File: config.mk
export PLATFORM = sky130hd
export DESIGN_NAME = cascaded_incremental_pid_top
export DESIGN_NICKNAME = d
export VERILOG_FILES = /design/src/rtl/cip_pkg.sv /design/src/rtl/cip_seq.sv /design/src/rtl/cascaded_incremental_pid_top.sv
export SDC_FILE = /design/constraint.sdc
export NUM_CORES = 2
export LEC_CHECK = 0
export BUFFER_PORTS_ARGS = -buffer_cell sky130_fd_sc_hd__buf_2
export CORE_MARGIN = 1
export CORE_UTILIZATION = 42
export CTS_CLUSTER_SIZE = 10
export DETAILED_ROUTE_END_ITERATION = 6
export GPL_TIMING_DRIVEN = 0
export PLACE_DENSITY_LB_ADDON = 0.25
export RECOVER_POWER = 50
export SLEW_MARGIN = 20
export SYNTH_ARGS = -nofsm -noshare
export SYNTH_HDL_FRONTEND = slang
export SYNTH_SLANG_ARGS = --single-unit
File: constraint.sdc
create_clock -name clk_i -period 18 [get_ports clk_i]
set_input_delay 2.7 -clock clk_i [delete_from_list [all_inputs] [get_ports clk_i]]
set_output_delay 2.7 -clock clk_i [all_outputs]
set_load 0.01 [all_outputs]
File: src/rtl/cip_pkg.sv
package cip_pkg;

  localparam int unsigned DATA_W    = 32;
  localparam int unsigned RPM_W     = 16;
  localparam int unsigned GAIN_W    = 24;
  localparam int unsigned LIMIT_W   = 31;
  localparam int unsigned ERR_W     = 33;
  localparam int unsigned OPND_W    = 35;
  localparam int unsigned LO_W      = 18;
  localparam int unsigned MUL_A_W   = GAIN_W + 1;
  localparam int unsigned MUL_B_W   = LO_W + 1;
  localparam int unsigned PROD_W    = MUL_A_W + MUL_B_W;
  localparam int unsigned SUM_W     = 63;
  localparam int unsigned WIDE_W    = 64;
  localparam int unsigned S_TDATA_W = 80;
  localparam int unsigned M_TDATA_W = 64;
  localparam int unsigned CFG_IDX_W = 8;
  localparam int unsigned STEP_W    = 4;

  localparam logic OP_POSITION = 1'b0;
  localparam logic OP_SPEED    = 1'b1;

  localparam logic signed [ERR_W-1:0] ERR_MAX = {1'b0, {(ERR_W-1){1'b1}}};
  localparam logic signed [ERR_W-1:0] ERR_MIN = {1'b1, {(ERR_W-1){1'b0}}};

  typedef enum logic [CFG_IDX_W-1:0] {
    CFG_POS_KP    = 8'd0,
    CFG_POS_KI    = 8'd1,
    CFG_POS_KD    = 8'd2,
    CFG_SPD_KP    = 8'd3,
    CFG_SPD_KI    = 8'd4,
    CFG_SPD_KD    = 8'd5,
    CFG_POS_LIMIT = 8'd6,
    CFG_SPD_LIMIT = 8'd7
  } cfg_idx_e;

  typedef enum logic {
    LOOP_POS = 1'b0,
    LOOP_SPD = 1'b1
  } loop_e;

  typedef enum logic [1:0] {
    TERM_P = 2'd0,
    TERM_I = 2'd1,
    TERM_D = 2'd2
  } term_e;

  typedef enum logic {
    JMP_NEXT   = 1'b0,
    JMP_BRANCH = 1'b1
  } jump_e;

  typedef struct packed {
    logic  sum_clr;
    logic  err_en;
    logic  diff_en;
    logic  mul_en;
    term_e term;
    logic  mul_hi;
    logic  acc_en;
    logic  add_en;
    logic  clamp_en;
    jump_e jump;
  } ctl_t;

  localparam logic [STEP_W-1:0] STEP_ERR   = 4'd0;
  localparam logic [STEP_W-1:0] STEP_DIFF  = 4'd1;
  localparam logic [STEP_W-1:0] STEP_P_LO  = 4'd2;
  localparam logic [STEP_W-1:0] STEP_P_HI  = 4'd3;
  localparam logic [STEP_W-1:0] STEP_I_LO  = 4'd4;
  localparam logic [STEP_W-1:0] STEP_I_HI  = 4'd5;
  localparam logic [STEP_W-1:0] STEP_D_LO  = 4'd6;
  localparam logic [STEP_W-1:0] STEP_D_HI  = 4'd7;
  localparam logic [STEP_W-1:0] STEP_ACC   = 4'd8;
  localparam logic [STEP_W-1:0] STEP_ADD   = 4'd9;
  localparam logic [STEP_W-1:0] STEP_CLAMP = 4'd10;

  // Microprogram for one loop. Each multiply step but the first also accumulates the
  // product registered by the step before it.
  function automatic ctl_t ctl_rom(logic [STEP_W-1:0] step);
    ctl_t w;
    w = '0;
    case (step)
      STEP_ERR: begin
        w.err_en  = 1'b1;
        w.sum_clr = 1'b1;
      end
      STEP_DIFF: w.diff_en = 1'b1;
      STEP_P_LO: begin
        w.mul_en = 1'b1;
        w.term   = TERM_P;
      end
      STEP_P_HI: begin
        w.mul_en = 1'b1;
        w.term   = TERM_P;
        w.mul_hi = 1'b1;
        w.acc_en = 1'b1;
      end
      STEP_I_LO: begin
        w.mul_en = 1'b1;
        w.term   = TERM_I;
        w.acc_en = 1'b1;
      end
      STEP_I_HI: begin
        w.mul_en = 1'b1;
        w.term   = TERM_I;
        w.mul_hi = 1'b1;
        w.acc_en = 1'b1;
      end
      STEP_D_LO: begin
        w.mul_en = 1'b1;
        w.term   = TERM_D;
        w.acc_en = 1'b1;
      end
      STEP_D_HI: begin
        w.mul_en = 1'b1;
        w.term   = TERM_D;
        w.mul_hi = 1'b1;
        w.acc_en = 1'b1;
      end
      STEP_ACC: w.acc_en = 1'b1;
      STEP_ADD: w.add_en = 1'b1;
      STEP_CLAMP: begin
        w.clamp_en = 1'b1;
        w.jump     = JMP_BRANCH;
      end
      default: w = '0;
    endcase
    return w;
  endfunction

endpackage

File: src/rtl/cip_seq.sv
module cip_seq
  import cip_pkg::*;
(
  input  logic  clk_i,
  input  logic  rst_ni,
  input  logic  start_i,
  input  logic  op_i,
  input  logic  out_full_i,
  output ctl_t  ctl_o,
  output loop_e loop_o,
  output logic  busy_o,
  output logic  done_o
);

  logic [STEP_W-1:0] pc_q, pc_d;
  loop_e             loop_q, loop_d;
  logic              busy_q, busy_d;
  ctl_t              word;
  logic              stall;

  assign word  = ctl_rom(pc_q);
  assign stall = busy_q && (word.jump == JMP_BRANCH) && (loop_q == LOOP_SPD) && out_full_i;

  always_comb begin
    pc_d   = pc_q;
    loop_d = loop_q;
    busy_d = busy_q;
    ctl_o  = '0;
    done_o = 1'b0;
    if (!busy_q) begin
      if (start_i) begin
        busy_d = 1'b1;
        pc_d   = STEP_ERR;
        loop_d = (op_i == OP_SPEED) ? LOOP_SPD : LOOP_POS;
      end
    end else if (!stall) begin
      ctl_o = word;
      case (word.jump)
        JMP_NEXT: pc_d = pc_q + 1'b1;
        JMP_BRANCH: begin
          if (loop_q == LOOP_POS) begin
            loop_d = LOOP_SPD;
            pc_d   = STEP_ERR;
          end else begin
            busy_d = 1'b0;
            done_o = 1'b1;
          end
        end
        default: pc_d = STEP_ERR;
      endcase
    end
  end

  always_ff @(posedge clk_i or negedge rst_ni) begin
    if (!rst_ni) begin
      pc_q   <= STEP_ERR;
      loop_q <= LOOP_POS;
      busy_q <= 1'b0;
    end else begin
      pc_q   <= pc_d;
      loop_q <= loop_d;
      busy_q <= busy_d;
    end
  end

  assign loop_o = loop_q;
  assign busy_o = busy_q;

endmodule

File: src/rtl/cascaded_incremental_pid_top.sv
// Cascaded position/speed incremental PID. One request carries op (tuser),
// target, measured angle and measured rpm; one result carries the clamped
// speed loop output (drive) and the stored position loop output. A small
// microprogram runs each loop on one shared 25x19 multiplier (six partial
// products per loop): a speed-only request runs the speed loop alone, and a
// position request runs the position loop and then the speed loop.
// The next request is accepted in the cycle after the result register loads,
// even while that result still waits downstream. Gains and limits are to be
// written through the cfg port while the block is idle; the block does not
// enforce it. Gains, limits, accumulators and histories reset to zero.
module cascaded_incremental_pid_top
  import cip_pkg::*;
#(
  parameter int unsigned FRAC_BITS = 16
) (
  input  logic                 clk_i,
  input  logic                 rst_ni,
  input  logic                 s_axis_tvalid_i,
  output logic                 s_axis_tready_o,
  // target [31:0], measured_angle [63:32], measured_rpm [79:64]
  input  logic [S_TDATA_W-1:0] s_axis_tdata_i,
  // op [0]
  input  logic                 s_axis_tuser_i,
  output logic                 m_axis_tvalid_o,
  input  logic                 m_axis_tready_i,
  // drive [31:0], speed_command [63:32]
  output logic [M_TDATA_W-1:0] m_axis_tdata_o,
  input  logic                 cfg_valid_i,
  output logic                 cfg_ready_o,
  input  logic [CFG_IDX_W-1:0] cfg_index_i,
  input  logic [DATA_W-1:0]    cfg_data_i
);

  localparam int unsigned SW = (FRAC_BITS > 16) ? FRAC_BITS + 17 : ERR_W;

  logic [GAIN_W-1:0]  pos_kp_q, pos_ki_q, pos_kd_q, spd_kp_q, spd_ki_q, spd_kd_q;
  logic [LIMIT_W-1:0] pos_lim_q, spd_lim_q;

  logic                      op_q;
  logic signed [DATA_W-1:0]  target_q, angle_q;
  logic signed [RPM_W-1:0]   rpm_q;

  logic signed [DATA_W-1:0]  pos_accum_q, spd_accum_q;
  logic signed [ERR_W-1:0]   pos_e1_q, pos_e0_q, spd_e1_q, spd_e0_q;
  logic signed [ERR_W-1:0]   e_q;
  logic signed [OPND_W-1:0]  d1_q, d2_q;
  logic signed [PROD_W-1:0]  prod_q;
  logic                      prod_hi_q;
  logic signed [SUM_W-1:0]   sum_q;
  logic signed [WIDE_W-1:0]  wide_q;
  logic signed [DATA_W-1:0]  drive_q, cmd_q;
  logic                      out_valid_q;

  ctl_t  ctl;
  loop_e loop;
  logic  busy, done, accept;

  assign s_axis_tready_o = !busy;
  assign accept          = s_axis_tvalid_i && s_axis_tready_o;
  assign cfg_ready_o     = 1'b1;

  cip_seq u_seq (
    .clk_i      (clk_i),
    .rst_ni     (rst_ni),
    .start_i    (accept),
    .op_i       (s_axis_tuser_i),
    .out_full_i (out_valid_q && !m_axis_tready_i),
    .ctl_o      (ctl),
    .loop_o     (loop),
    .busy_o     (busy),
    .done_o     (done)
  );

  always_ff @(posedge clk_i or negedge rst_ni) begin
    if (!rst_ni) begin
      pos_kp_q  <= '0;
      pos_ki_q  <= '0;
      pos_kd_q  <= '0;
      spd_kp_q  <= '0;
      spd_ki_q  <= '0;
      spd_kd_q  <= '0;
      pos_lim_q <= '0;
      spd_lim_q <= '0;
    end else if (cfg_valid_i && cfg_ready_o) begin
      case (cfg_index_i)
        CFG_POS_KP:    pos_kp_q  <= cfg_data_i[GAIN_W-1:0];
        CFG_POS_KI:    pos_ki_q  <= cfg_data_i[GAIN_W-1:0];
        CFG_POS_KD:    pos_kd_q  <= cfg_data_i[GAIN_W-1:0];
        CFG_SPD_KP:    spd_kp_q  <= cfg_data_i[GAIN_W-1:0];
        CFG_SPD_KI:    spd_ki_q  <= cfg_data_i[GAIN_W-1:0];
        CFG_SPD_KD:    spd_kd_q  <= cfg_data_i[GAIN_W-1:0];
        CFG_POS_LIMIT: pos_lim_q <= cfg_data_i[LIMIT_W-1:0];
        CFG_SPD_LIMIT: spd_lim_q <= cfg_data_i[LIMIT_W-1:0];
        default: ;
      endcase
    end
  end

  always_ff @(posedge clk_i) begin
    if (accept) begin
      op_q     <= s_axis_tuser_i;
      target_q <= s_axis_tdata_i[31:0];
      angle_q  <= s_axis_tdata_i[63:32];
      rpm_q    <= s_axis_tdata_i[79:64];
    end
  end

  // Error of the active loop, saturated to the history width.
  logic signed [ERR_W-1:0]  pos_diff;
  logic signed [DATA_W-1:0] sref;
  logic signed [SW-1:0]     fdb_w, err_raw;
  logic signed [ERR_W-1:0]  err_sat;

  assign pos_diff = ERR_W'(target_q) - ERR_W'(angle_q);
  assign sref     = (op_q == OP_SPEED) ? target_q : pos_accum_q;
  assign fdb_w    = SW'(rpm_q) <<< FRAC_BITS;
  assign err_raw  = (loop == LOOP_POS) ? SW'(pos_diff) : (SW'(sref) - fdb_w);

  always_comb begin
    if ((&err_raw[SW-1:ERR_W-1]) || !(|err_raw[SW-1:ERR_W-1])) begin
      err_sat = err_raw[ERR_W-1:0];
    end else if (err_raw[SW-1]) begin
      err_sat = ERR_MIN;
    end else begin
      err_sat = ERR_MAX;
    end
  end

  logic signed [ERR_W-1:0]  e1_sel, e0_sel;
  logic signed [DATA_W-1:0] accum_sel;
  logic [LIMIT_W-1:0]       lim_sel;

  assign e1_sel    = (loop == LOOP_POS) ? pos_e1_q : spd_e1_q;
  assign e0_sel    = (loop == LOOP_POS) ? pos_e0_q : spd_e0_q;
  assign accum_sel = (loop == LOOP_POS) ? pos_accum_q : spd_accum_q;
  assign lim_sel   = (loop == LOOP_POS) ? pos_lim_q : spd_lim_q;

  // Shared multiplier operands.
  logic [GAIN_W-1:0]         gain;
  logic signed [OPND_W-1:0]  opnd;
  logic signed [MUL_A_W-1:0] mul_a;
  logic signed [MUL_B_W-1:0] mul_b;
  logic signed [PROD_W-1:0]  prod;

  always_comb begin
    case (ctl.term)
      TERM_P: begin
        gain = (loop == LOOP_POS) ? pos_kp_q : spd_kp_q;
        opnd = d1_q;
      end
      TERM_I: begin
        gain = (loop == LOOP_POS) ? pos_ki_q : spd_ki_q;
        opnd = OPND_W'(e_q);
      end
      TERM_D: begin
        gain = (loop == LOOP_POS) ? pos_kd_q : spd_kd_q;
        opnd = d2_q;
      end
      default: begin
        gain = '0;
        opnd = '0;
      end
    endcase
  end

  assign mul_a = signed'({1'b0, gain});
  assign mul_b = ctl.mul_hi ? MUL_B_W'(signed'(opnd[OPND_W-1:LO_W]))
                            : signed'({1'b0, opnd[LO_W-1:0]});
  assign prod  = mul_a * mul_b;

  logic signed [SUM_W-1:0]  addend;
  logic signed [WIDE_W-1:0] lim_w, clamp_w;

  assign addend = prod_hi_q ? (SUM_W'(prod_q) <<< LO_W) : SUM_W'(prod_q);
  assign lim_w  = signed'(WIDE_W'(lim_sel));

  always_comb begin
    if (wide_q > lim_w) begin
      clamp_w = lim_w;
    end else if (wide_q < -lim_w) begin
      clamp_w = -lim_w;
    end else begin
      clamp_w = wide_q;
    end
  end

  always_ff @(posedge clk_i) begin
    if (ctl.err_en) begin
      e_q <= err_sat;
    end
    if (ctl.diff_en) begin
      d1_q <= OPND_W'(e_q) - OPND_W'(e1_sel);
      d2_q <= OPND_W'(e_q) - (OPND_W'(e1_sel) <<< 1) + OPND_W'(e0_sel);
    end
    if (ctl.mul_en) begin
      prod_q    <= prod;
      prod_hi_q <= ctl.mul_hi;
    end
    if (ctl.sum_clr) begin
      sum_q <= '0;
    end else if (ctl.acc_en) begin
      sum_q <= sum_q + addend;
    end
    if (ctl.add_en) begin
      wide_q <= WIDE_W'(accum_sel) + WIDE_W'(sum_q >>> FRAC_BITS);
    end
    if (done) begin
      drive_q <= clamp_w[DATA_W-1:0];
      cmd_q   <= pos_accum_q;
    end
  end

  always_ff @(posedge clk_i or negedge rst_ni) begin
    if (!rst_ni) begin
      pos_accum_q <= '0;
      pos_e1_q    <= '0;
      pos_e0_q    <= '0;
      spd_accum_q <= '0;
      spd_e1_q    <= '0;
      spd_e0_q    <= '0;
    end else if (ctl.clamp_en) begin
      if (loop == LOOP_POS) begin
        pos_accum_q <= clamp_w[DATA_W-1:0];
        pos_e1_q    <= e_q;
        pos_e0_q    <= pos_e1_q;
      end else begin
        spd_accum_q <= clamp_w[DATA_W-1:0];
        spd_e1_q    <= e_q;
        spd_e0_q    <= spd_e1_q;
      end
    end
  end

  always_ff @(posedge clk_i or negedge rst_ni) begin
    if (!rst_ni) begin
      out_valid_q <= 1'b0;
    end else if (done) begin
      out_valid_q <= 1'b1;
    end else if (m_axis_tready_i) begin
      out_valid_q <= 1'b0;
    end
  end

  assign m_axis_tvalid_o = out_valid_q;
  assign m_axis_tdata_o  = {cmd_q, drive_q};

endmodule

## Word level (Yosys, flattened, before mapping)

Cells that the tools add are included.

- Bitwise logic cells: 2
- Multipliers: 1
- Muxes and demuxes: 45
- Reductions and logical operators: 29
- Order comparisons: 2
- Equality and inequality tests: 22
- Add/subtract/negate cells: 9

Operators with widths:

| cell | count |
|---|---|
| $mux W32 | 4 |
| $pmux W35 S3 | 1 |
| $mux W33 | 3 |
| $mux W24 | 3 |
| $pmux W24 S3 | 1 |
| $sub A32 B32 Y33 | 2 |
| $lt A48 B64 Y1 | 1 |
| $neg A31 Y64 | 1 |
| $add A63 B62 Y63 | 1 |
| $mux W61 | 1 |
| $add A32 B47 Y48 | 1 |
| $gt A48 B32 Y1 | 1 |
| $mul A25 B19 Y44 | 1 |
| $add A35 B33 Y35 | 1 |
| $sub A33 B34 Y35 | 1 |
| $sub A33 B33 Y34 | 1 |
| $eq A8 B3 Y1 const B | 4 |
| $mux W31 | 1 |
| $mux W11 | 2 |
| $mux W1 | 20 |
| $reduce_and A2 Y1 | 10 |
| $mux W19 | 1 |
| $eq A4 B3 Y1 const B | 4 |
| $eq A8 B2 Y1 const B | 2 |
| 24 further kinds | 42 |

- Output and inout port bits: 67
- Register bits: 813
- Input bits: 126
- Logic and storage cells: 141

## Longest topological paths before layout

- Depth after elaboration: 11
- Depth in mapped cells: 36
- Depth with buffers taken out: 32

## Hierarchy

A second synthesis with hierarchy kept.

- Cell total of the unflattened synthesis: 6630
- Area, all modules: 64068.9 um2

By module, submodules not included:

| module | instances | cells each | area an instance (um2) | sequential area each (um2) |
|---|---|---|---|---|
| cascaded_incremental_pid_top | 1 | 6577 | 63596.0 | 21555.7 |
| cip_seq | 1 | 53 | 473.0 | 150.1 |

## Worst setup path after synthesis

No wires, ideal clock.

- Kind: reg-to-reg
- Start: reg u_seq.pc_q[1]
- End: reg prod_q[42], data pin
- Buffers on the path: 2
- Stages on the path, launching flop included: 33
- Setup slack: 7.385 ns
- Data required time: 17.742 ns
- Arrival time: 10.357 ns
- Clock period less this slack: 10.615 ns
- Setup time: 0.258 ns
- Cells stage by stage: dfrtp_1 > clkbuf_1 > nor2_1 > nor2_1 > nand2_1 > inv_1 > o21ai_0 > a21oi_1 > clkinv_1 > o21ai_0 > clkbuf_1 > nand2_1 > fa_1 > fa_1 > inv_1 > fa_1 > fa_1 > fa_1 > fa_1 > inv_1 > fa_1 > inv_1 > ha_1 > or3_1 > o22ai_1 > inv_1 > o211a_1 > o31a_1 > o221a_2 > a221o_1 > a41o_1 > a21oi_2 > xnor2_1

- Longest elaborated chain between the ends: 11
- Elaborated cells between the ends (all ways): 26
- Classes of those cells: 1 x mul; 9 x eq/ne; 8 x mux; 8 x reduce/logical

RTL lines:

| element | line | RTL |
|---|---|---|
| start, declared | cip_seq.sv:15 | `logic [STEP_W-1:0] pc_q, pc_d;` |
| start signal, assigned | cip_seq.sv:60 | `pc_q <= pc_d;` |
| $eq A4 B4 Y1 | cip_pkg.sv:83 | `case (step)` |
| $mux W2 | cip_pkg.sv:83 |  |
| $logic_and A1 B1 Y1 (3 in a row) | cip_seq.sv:22 | `assign stall = busy_q && (word.jump == JMP_BRANCH) && (loop_q == LOOP_SPD) && out_full_i;` |
| $mux W11 (*) | cip_seq.sv:36 | `end else if (!stall) begin` |
| $mux W11 (*) | cip_seq.sv:30 | `if (!busy_q) begin` |
| $eq A2 B2 Y1 (tied with other cells) | cascaded_incremental_pid_top.sv:146 | `case (ctl.term)` |
| $pmux W35 S3 | cascaded_incremental_pid_top.sv:146 |  |
| $mux W19 | cascaded_incremental_pid_top.sv:167 | `assign mul_b = ctl.mul_hi ? MUL_B_W'(signed'(opnd[OPND_W-1:LO_W]))` |
| $mul A25 B19 Y44 (*) | cascaded_incremental_pid_top.sv:169 | `assign prod = mul_a * mul_b;` |
| net prod[42] | cascaded_incremental_pid_top.sv:143 | `logic signed [PROD_W-1:0] prod;` |
| end signal, assigned | cascaded_incremental_pid_top.sv:196 | `prod_q <= prod;` |
| end, declared | cascaded_incremental_pid_top.sv:47 | `logic signed [PROD_W-1:0] prod_q;` |

Mark *: on every way through the listed nets, which the timed path passes. The rest lies on a longest branch.
A chain may end at the register's enable or synchronous reset.

## Final worst setup path

- Start: reg u_seq.loop_q (netlist: u_seq.loop_o)
- End: reg prod_q[43], data pin

- Longest elaborated chain between the ends: 8
- Elaborated cells between the ends (all ways): 14
- Classes of those cells: 1 x mul; 2 x eq/ne; 8 x mux; 3 x reduce/logical

RTL lines:

| element | line | RTL |
|---|---|---|
| start, declared | cip_seq.sv:16 | `loop_e loop_q, loop_d;` |
| start signal, assigned | cip_seq.sv:61 | `loop_q <= loop_d;` |
| $logic_and A1 B1 Y1 (2 in a row) | cip_seq.sv:22 |  |
| $mux W11 | cip_seq.sv:36 |  |
| $mux W11 | cip_seq.sv:30 |  |
| $eq A2 B2 Y1 (tied with other cells) | cascaded_incremental_pid_top.sv:146 |  |
| $pmux W35 S3 | cascaded_incremental_pid_top.sv:146 |  |
| $mux W19 | cascaded_incremental_pid_top.sv:167 |  |
| $mul A25 B19 Y44 (*) | cascaded_incremental_pid_top.sv:169 |  |
| net prod[43] | cascaded_incremental_pid_top.sv:143 |  |

Marked as above.

==> impl_metrics.tcl <==
set metrics [dict create \
    outcome "complete, but fails checks" \
    failed_checks "max-capacitance violations, max-slew violations" \
    cts_tree "built" \
    hold_depth 2 \
    layout_commonest_cell "nand2_1" \
    rows 141 \
    dr.pass1.iters 6 \
    num-fill-cells 14151 \
    cts_buffers 94 \
    dr_total_vias 49068 \
    async_reset_ff_share_pct 50.37 \
    fmax_ghz 0.07669 \
    place.gp.congestion 0.9736 \
    yosysSeqAreaShare_pct 34.42 \
    cts_resized 0 \
    yosys.area.top_type "dfrtp_1" \
    crit_path_start_kind "flip-flop" \
    cts_root_buffer "clkbuf_16" \
    drtIter0Drc 4215 \
    port_buffers 188 \
    antenna_found_initial 10 \
    min_from "sum_q[12]" \
    hpwl_um 164900 \
    r2r_end "prod_q[43]" \
    syn-instance-count 6436 \
    synth.net_count 7464 \
    crit_required_ps 18430 \
    reg2regPathDepth 33 \
    die_y_um 389.5 \
    antenna_left 0 \
    yosys_warnings 0 \
    hold_path.class "reg -> reg" \
    cp_top_family "adder cells" \
    rsz0062_at_grt "no" \
    grt_pass1_vias 48457 \
    period_needed_ps 13040 \
    clock_skew_ps 69.31 \
    gr-total-overflow 0 \
    drt_wl_total_um 204300 \
    avgSynthCellArea_sq_um 9.798 \
    r2r-start "u_seq.loop_o" \
    critPathCaptureType "flip-flop" \
    yosysUniqueCellTypes 81 \
    period_share_pct 72.44 \
    core_sq_um 148400 \
    synth_area_sq_um 63060 \
    cp_slowest_cell "a2111oi_1" \
    timing.hold.ws_ps 463.0 \
    final_cell_mix "nand2_1, inv_1, ha_1, nor2_1, fa_1" \
    netlist_top_cells_area "dfrtp_1, edfxtp_1, fa_1" \
    critPathMostFrequentCell "fa_1" \
    hold_buffers 0 \
    regArea_sq_um 21710 \
    area_delta_synth_final_pct 10.44 \
    grt_pass1_wl_um 305700 \
    synth-edff-count 340 \
    hold_path_end "sum_q[12]" \
    stdcell_count 8828 \
    crit_path_max_incr_delay_ps 730 \
    final_hold_viol_count 0 \
    htreeDepth 3 \
    drive_gt1_share_pct 11.31 \
    viasPerCell 5.558 \
    crit_arrival_ps 13470 \
    maxCapViolations 8 \
    path_buf_inv 11 \
    start_util_pct 42.50 \
    grt_usage_pct 26.87 \
    clkTransAtPathRegs_ps 60 \
    clockBufferDepth 3 \
    multi_input_area_sq_um 37730 \
    fin_setup_tns_ps 0 \
    max_slew_margin_pct -212.2 \
    clock_latency_ps 750 \
    postCtsSetupRepairBufs 0 \
    synth_top_area_share_pct 16.23 \
    drc 0 \
    setup_ws_ps 4960 \
    critical_path_peak_fanout 10 \
    num_io_pins 193 \
    setup_viol 0 \
    synth_top_flop_cell "dfrtp_1" \
    cts_sinks 812 \
    tightest_slew_ps 4683 \
    die_w_um 389.5 \
    reg2reg_setup_slack_ps 4960 \
    die-area_sq_um 151700 \
    place_ws_ps 5809 \
    final_max_slew_viol_count 420 \
    dp_cells 8656 \
    final_nets 7778 \
    crit_type "reg -> reg" \
    wl_per_cell_um 23.15 \
    synth_seq_cells 812 \
    grt_max_degree 99 \
]
==> kinds of logic (layout without fill, tap and decap cells) <==
family | after synthesis | after routing | share of synthesized area [%]
other cells | 1 | 2 | 0.005947
fa+ha+maj | 902 | 902 | 22.79
flops | 812 | 812 | 34.42
buf+inv | 966 | 1355 | 5.836
mux | 528 | 528 | 9.514
xor+xnor | 249 | 249 | 3.458
simple gates | 1827 | 1827 | 12.66
compound gates | 1151 | 1151 | 11.31
==> layer usage <==
metal  global-route usage, %  wire, um
met1                   37.64     90140
met5                       0        11
met3                   4.957     15860
met4                   8.296      6606
met2                   42.06     91730
==> cells in the mapped netlist, drive strengths merged (9+ instances only) <==
library cell,number
buf,68
nand3b,11
dfxtp,63
a21o,183
a31o,19
mux4,24
xor2,77
o21ai,284
a211o,11
o21bai,22
a31oi,23
o31ai,16
a2111oi,10
nor2,483
and3,30
xnor2,172
nand4,50
o221ai,10
nor3b,9
fa,411
o211ai,15
a21boi,10
or2,39
nand2,867
inv,701
nand2b,50
dfrtp,409
or3,14
mux2,331
nand3,65
ha,491
edfxtp,340
and2,45
mux2i,173
a211oi,26
a221oi,19
nor2b,61
nor3,71
nor4,13
clkbuf,195
o21a,45
a21oi,385
==> area by class of cell <==
type / count / share of cell area, %
Clock buffer: 158 / 3.823
Multi-Input combinational cell: 4658 / 54.19
Sequential cell: 812 / 31.17
Clock inverter: 13 / 0.3162
Buffer: 263 / 1.489
Inverter: 703 / 3.789
Antenna cell: 1 / 0.003593
Timing Repair Buffer: 218 / 1.628
Tap cell: 2002 / 3.597
==> sequential cells by signal, indices dropped and copies added (netlist names), 31 cells and up <==
name,count
cmd_q,32
wide_q,48
target_q,32
pos_lim_q,31
d2_q,35
drive_q,32
sum_q,63
spd_e0_q,33
spd_e1_q,33
pos_e1_q,33
angle_q,32
e_q,33
pos_e0_q,33
prod_q,44
pos_accum_q,32
spd_accum_q,32
spd_lim_q,31
d1_q,34
==> tightest hold or removal path, stage by stage, from the launching register on <==
cell and delay (ps):
dfxtp_1 310, nand2_1 50, a21oi_1 50
==> worst max path at each step <==
stage | from | to | slack (ps) | cells past startpoint
after floorplan | u_seq.pc_q[1] | prod_q[42] | 7390 | 32
after global placement | u_seq.pc_q[1] | prod_q[43] | 3390 | 32
after detailed placement | u_seq.loop_o | prod_q[43] | 5810 | 33
after CTS | u_seq.loop_o | prod_q[43] | 5700 | 33
after global routing | rst_ni | spd_accum_q[22] | 3180 | 3
final | u_seq.loop_o | prod_q[43] | 4960 | 33
==> through the flow <==
step / instance area, sq um / utilization (%)
2_1_floorplan: 63060 / -
3_3_place_gp: 66500 / 44.82
3_5_place_dp: 67030 / 45.18
4_1_cts: 69920 / 47.12
5_1_grt: 69640 / 46.94
6_report: 69640 / 46.94
Power is left out: the tool's default activity adds up to more than one toggle a clock period on the data nets, which glitch-free logic cannot reach.
